--- config.mk ---
export PLATFORM = sky130hd
export DESIGN_NAME = tlp_queue
export DESIGN_NICKNAME = d
export VERILOG_FILES = /design/src/rtl/time_literal_parser_macros.svh /design/src/rtl/tlp_pkg.sv /design/src/rtl/tlp_queue.sv
export SDC_FILE = /design/constraint.sdc
export NUM_CORES = 1
export LEC_CHECK = 0
export BUFFER_PORTS_ARGS = -buffer_cell sky130_fd_sc_hd__buf_2
export CORE_MARGIN = 2
export CORE_UTILIZATION = 53
export CTS_BUF_LIST = sky130_fd_sc_hd__clkbuf_16
export CTS_CLUSTER_DIAMETER = 100
export DETAILED_ROUTE_END_ITERATION = 12
export GPL_TIMING_DRIVEN = 0
export PLACE_DENSITY = 0.74
export RECOVER_POWER = 50
export SYNTH_ARGS = -nofsm -noshare
export SYNTH_HDL_FRONTEND = slang
export SYNTH_SLANG_ARGS = --single-unit
export TNS_END_PERCENT = 5
--- constraint.sdc ---
create_clock -name clock -period 17.4 [get_ports clock]
set_input_delay 2.61 -clock clock [delete_from_list [all_inputs] [get_ports clock]]
set_output_delay 2.61 -clock clock [all_outputs]
set_load 0.02 [all_outputs]
--- src/rtl/time_literal_parser_macros.svh ---
// Assertion macros for the time literal parser.
// Included by the top level; no other dependencies.
`ifndef TIME_LITERAL_PARSER_MACROS_SVH
`define TIME_LITERAL_PARSER_MACROS_SVH
`ifndef SYNTH
`define TLP_ASSERT_IMP(label, clk, rst, ante, cons) \
   label: assert property (@(posedge clk) disable iff (rst) (ante) |-> (cons)) \
      else $error("time_literal_parser: same-cycle check failed");
`define TLP_ASSERT_NEXT(label, clk, rst, ante, cons) \
   label: assert property (@(posedge clk) disable iff (rst) (ante) |=> (cons)) \
      else $error("time_literal_parser: next-cycle check failed");
`else
`define TLP_ASSERT_IMP(label, clk, rst, ante, cons)
`define TLP_ASSERT_NEXT(label, clk, rst, ante, cons)
`endif
`endif

--- src/rtl/tlp_pkg.sv ---
// Shared types and constants of the time literal parser.
// No dependencies.
package tlp_pkg;

   localparam int CNT_W = 10;
   localparam logic [CNT_W-1:0] LENGTH_LIMIT = 10'd1023;

   localparam int Q_DEPTH = 4;
   localparam int Q_PTR_W = $clog2(Q_DEPTH);
   localparam int Q_CNT_W = $clog2(Q_DEPTH + 1);

   localparam logic [2:0] SEL_NS  = 3'd0;
   localparam logic [2:0] SEL_US  = 3'd1;
   localparam logic [2:0] SEL_MS  = 3'd2;
   localparam logic [2:0] SEL_S   = 3'd3;
   localparam logic [2:0] SEL_MIN = 3'd4;
   localparam logic [2:0] SEL_H   = 3'd5;
   localparam logic [2:0] SEL_D   = 3'd6;

   typedef enum logic [3:0] {
      PH_START, PH_NUM_WS, PH_NUM_SIGN, PH_NUM_DIG,
      PH_T, PH_TI, PH_TIM, PH_HASH,
      PH_SEG_FIRST, PH_SEG, PH_SEG_WS, PH_SEG_SIGN,
      PH_SEG_DIG, PH_AFTER_M, PH_AFTER_UN, PH_DONE
   } phase_type;

   // One queued command: up to two scaled terms, an overwrite, or the end of a literal.
   typedef struct packed {
      logic             add0_en;
      logic [63:0]      add0_val;
      logic [2:0]       add0_sel;
      logic             add1_en;
      logic [63:0]      add1_val;
      logic [2:0]       add1_sel;
      logic             set_en;
      logic [63:0]      set_val;
      logic             last;
      logic             err;
      logic [CNT_W-1:0] count;
   } entry_type;

   typedef struct packed {
      logic full;
      logic empty;
   } q_status_type;

   function automatic logic [63:0] factor(logic [2:0] sel);
      logic [63:0] f;
      case (sel)
         SEL_US:  f = 64'd1000;
         SEL_MS:  f = 64'd1000000;
         SEL_S:   f = 64'd1000000000;
         SEL_MIN: f = 64'd60000000000;
         SEL_H:   f = 64'd3600000000000;
         SEL_D:   f = 64'd86400000000000;
         default: f = 64'd1;
      endcase
      return f;
   endfunction

endpackage

--- src/rtl/tlp_queue.sv ---
// Short command queue between the parse front end and the arithmetic back end.
// Depends on tlp_pkg.
module tlp_queue (
   input  logic                  clock,
   input  logic                  reset,
   input  logic                  push,
   input  tlp_pkg::entry_type    wr_data,
   input  logic                  pop,
   output tlp_pkg::entry_type    rd_data,
   output tlp_pkg::q_status_type status
);

   tlp_pkg::entry_type              slots_ff [tlp_pkg::Q_DEPTH];
   logic [tlp_pkg::Q_PTR_W-1:0]     wr_ptr_ff, wr_ptr_in;
   logic [tlp_pkg::Q_PTR_W-1:0]     rd_ptr_ff, rd_ptr_in;
   logic [tlp_pkg::Q_CNT_W-1:0]     count_ff, count_in;
   logic                            do_push, do_pop;

   assign status.full  = (count_ff == tlp_pkg::Q_CNT_W'(tlp_pkg::Q_DEPTH));
   assign status.empty = (count_ff == '0);
   assign do_push      = push && !status.full;
   assign do_pop       = pop && !status.empty;
   assign rd_data      = slots_ff[rd_ptr_ff];

   always_comb begin
      wr_ptr_in = wr_ptr_ff;
      rd_ptr_in = rd_ptr_ff;
      count_in  = count_ff;
      if (do_push) begin
         wr_ptr_in = (wr_ptr_ff == tlp_pkg::Q_PTR_W'(tlp_pkg::Q_DEPTH - 1)) ? '0
                                                                            : wr_ptr_ff + 1'b1;
      end
      if (do_pop) begin
         rd_ptr_in = (rd_ptr_ff == tlp_pkg::Q_PTR_W'(tlp_pkg::Q_DEPTH - 1)) ? '0
                                                                            : rd_ptr_ff + 1'b1;
      end
      if (do_push && !do_pop) begin
         count_in = count_ff + 1'b1;
      end else if (do_pop && !do_push) begin
         count_in = count_ff - 1'b1;
      end
   end

   always_ff @(posedge clock) begin
      if (do_push) begin
         slots_ff[wr_ptr_ff] <= wr_data;
      end
   end

   always_ff @(posedge clock) begin
      if (reset) begin
         wr_ptr_ff <= '0;
         rd_ptr_ff <= '0;
         count_ff  <= '0;
      end else begin
         wr_ptr_ff <= wr_ptr_in;
         rd_ptr_ff <= rd_ptr_in;
         count_ff  <= count_in;
      end
   end

endmodule

Word level (Yosys, flattened, before mapping) --
Memory sizes are Yosys's and may differ from the RTL's. A register that Yosys moved wholly into a read port is not among the register bits. Index checks and enable logic that the tools add are counted.
Storage, ports and cells: bits in registers 7, word-level logic and storage cells 29, memory bits (writable) 852, memories kept 1, input bits 217
Operators by class: add/subtract/negate cells 4, reductions and logical operators 10, eq/ne operators 3, muxes and demuxes 8
Memories:
- slots_ff | depth 4, bits a word 213, read ports 1, clocked after memory_dff 1, write ports 1, line tlp_queue.sv:13 | tlp_pkg::entry_type slots_ff [tlp_pkg::Q_DEPTH];
Operator list (count):
- $mux 2 | 4
- $mux 3 | 2
- $add 2x1->2 const B | 2
- $eq 2x2->1 const B | 2
- $logic_and 1x1->1 | 4
- $logic_not 1->1 | 4
- $add 3x1->3 const B | 1
- $eq 3x3->1 const B | 1
- $logic_not 3->1 | 1
- $sub 3x1->3 const B | 1
- $mux 1 | 2
- $reduce_bool 2->1 | 1

Logic depth before layout (Yosys ltp) --
depth in word-level cells 7, gate-level depth with buffers 10

Least setup slack after synthesis --
Ideal clock, no wire load.
path kind in2reg, start point input push, end point memory slots_ff[3][0] in the netlist's numbering, enable pin, path buffers 0, cell stages on the path 1, arrival 7522 ps, setup slack 9277 ps, required time 16799 ps, cell sequence and3_1
Between the ends: cells in the longest elaborated chain, start to end 3
Ends and longest elaborated chain:
- start, declared | line tlp_queue.sv:6 | input logic push,
- $logic_and 1x1->1 | line tlp_queue.sv:21 | assign do_push = push && !status.full;
- $mux 1 | line tlp_queue.sv:45 | if (do_push) begin
- $mux 1 (implied by the code) | line tlp_queue.sv:46 | slots_ff[wr_ptr_ff] <= wr_data;
- end, declared | line tlp_queue.sv:13
No other way between the ends.

Final worst setup path --
start point input push, end point memory slots_ff[1][64] in the netlist's numbering, enable pin
Same word-level chain as after synthesis.

==> flow_metrics.tcl <==
set metrics [dict create \
    outcome "finished with violations" \
    violations "capacitance limit, slew limit" \
    relSlewSlack -1.47 \
    drtPass1Iterations 5 \
    wl_mm 63.9 \
    synthToLayoutAreaGrowth_pct 18.8 \
    grt_usage 0.212 \
    die_y_um 247 \
    slew_violations 125 \
    finalNetCount 1920 \
    netlist.area_leader.share 0.820 \
    drt_iter0_drc 1027 \
    worst_setup_path_start_kind "input pin" \
    path_class "input pin to flip-flop" \
    ys_top_cells_by_area "edfxtp_1, mux4_2, buf_6" \
    hold_viol 0 \
    cts_sinks 861 \
    p_leak_nw 12.0 \
    finalNonFillerCells 2531 \
    synth_flop_cell "edfxtp_1" \
    ys_warn_count 0 \
    cts_setup_buffers 0 \
    numCtsBuffers 85 \
    start_util 0.539 \
    coreArea_sq_um 57900 \
    ys_top_cells_by_count "edfxtp_1, mux4_2, buf_2" \
    synth_nets 1387 \
    grt_pass1_wl_mm 94.2 \
    synthArstFlopShare 0 \
    power_density_nw_per_um2 150 \
    synth_top_area_cell "edfxtp_1" \
    synth_cells 1163 \
    portBuffers 430 \
    fill_cells 3855 \
    power_mw 5.56 \
    cts.clk_slew.worst_paths_ps 60 \
    skew_ps 19.5 \
    synth_edf_count 852 \
    rows 88 \
    worst_pin_slew_ps 3710 \
    grt_pass1_vias 15400 \
    pin_count 432 \
    ys_seq_area_frac 0.826 \
    dr_wl_met2_mm 33.1 \
    path_max_fanout 53 \
    cp.arrival_ps 6910 \
    cts_buffer_depth 3 \
    via_per_inst 5.67 \
    wl_met3_mm 5.42 \
    place.gp.congestion 0.747 \
    dieArea_sq_um 60800 \
    period_minus_slack_ps 6630 \
    cts-hold-fix-buffers 0 \
    placedCellCount 2374 \
    routed.top_layer "met5" \
    rsz0062_at_grt "no" \
    drive_gt1_frac 0.345 \
    antenna_found_initial 8 \
    synthMostInstantiatedCell "edfxtp_1" \
    max_freq_mhz 151 \
    synth_area_sq_um 31200 \
    fin_hold_ws_ps 511 \
    ys_seq_elements 861 \
    worst_setup_path_end_kind "flip-flop" \
    wl_met1_mm 23.6 \
    remaining_drc_errors 0 \
    finalCritPeriodShare 0.381 \
    htreeDepth 3 \
    grt_max_degree 58 \
    cts_tree "built" \
    dr_total_vias 14300 \
    setup_viol 0 \
    postRouteAntennaNets 0 \
    vdd_ir_drop_max_mv 0.123 \
    die_width_um 247 \
    hp-class "flip-flop to flip-flop" \
    clockRootBuffer "clkbuf_16" \
    required_ps 17690 \
    fin_area_sq_um 37100 \
    grt_overflow 0 \
    worstSkewPairLatency_ps 620 \
    cap_viol_max_count 3 \
    placedInstanceArea_sq_um 34800 \
    cts.repair.resized 0 \
    wire_per_inst_um 25.3 \
    syn_avg_cell_area_sq_um 26.8 \
    dp_hpwl_mm 41.0 \
    fin_setup_tns_ps 0 \
    synth.distinct_cells 22 \
]
-- logic make-up (layout without fill, tap and decap cells) --
logic type               count (synthesis)  in the layout  share of synthesized area
multiplexers                           215            215                      0.154
adder cells (fa/ha/maj)                  7              7                    0.00305
flip-flops                             861            861                      0.826
XOR/XNOR                                 2              2                   0.000561
AND/OR/NAND/NOR                         16             16                    0.00273
buffers and inverters                   55            650                     0.0124
other                                    0              8                          0
AO/OA/AOI/OAI                            7              7                    0.00128
-- worst max-delay path, stage by stage --
cell and delay, ps:
clkbuf_1 230, and3_1 720, clkbuf_1 2650, buf_16 300, buf_16 280
-- final timing paths --
path / start / endpoint / slack, ps / cells past startpoint
max: push / slots_ff[1][64] / 10770 / 5
min: rd_ptr_ff[0] / rd_ptr_ff[0] / 510 / 2
max reg2reg: count_ff[1] / slots_ff[1][64] / 12280 / 6
min reg2reg: rd_ptr_ff[0] / rd_ptr_ff[0] / 510 / 2
-- cells in the final DEF, fill, tap and decap left out, types with 3 or more instances in the layout --
cell type | Yosys | final
buf_6 | 20 | 20
clkinvlp_4 | 0 | 3
inv_1 | 4 | 15
buf_2 | 24 | 240
diode_2 | 0 | 8
and3_1 | 4 | 4
dfxtp_1 | 9 | 9
a21oi_1 | 3 | 3
clkinv_1 | 0 | 20
clkbuf_16 | 0 | 87
bufinv_16 | 0 | 4
mux4_2 | 213 | 213
edfxtp_1 | 852 | 852
clkinv_2 | 1 | 19
nor2_1 | 4 | 4
ha_1 | 6 | 6
buf_16 | 0 | 15
clkbuf_1 | 6 | 221
-- area by class of cell --
cell class                      count  area (sq um)  area share
Buffer                             50           368     0.00992
Timing Repair Buffer              446          2300      0.0621
Inverter                            5          20.0    0.000540
Antenna cell                        8          20.0    0.000540
Sequential cell                   861         25800       0.695
Clock inverter                     62           417      0.0112
Clock buffer                       87          2180      0.0587
Multi-Input combinational cell    247          5050       0.136
Tap cell                          765           957      0.0258
-- power breakdown --
part	internal, mW	total (mW)	switching (mW)
Sequential	2.51	2.56	0.0478
Combinational	0.530	1.31	0.780
Clock	0.964	1.69	0.729
-- metrics by stage --
step,util,setup slack [ps]
2_1_floorplan,-,9280
3_3_place_gp,0.593,5130
3_5_place_dp,0.600,12410
4_1_cts,0.645,11700
5_1_grt,0.640,10510
6_report,0.640,10770
-- per-layer routing --
| layer | vias to the layer above | track usage |
|---|---|---|
| li1 | 6152 | - |
| met1 | 7558 | 0.263 |
| met2 | 506 | 0.360 |
| met3 | 123 | 0.0634 |
| met4 | 8 | 0.0677 |
| met5 | - | 0 |
-- flip-flops by register name, summed over array words and instances (netlist names), named ones only --
signal	count
count_ff	3
rd_ptr_ff	2
slots_ff	852
wr_ptr_ff	2
Note: power is estimated with default switching activity, not from simulation.
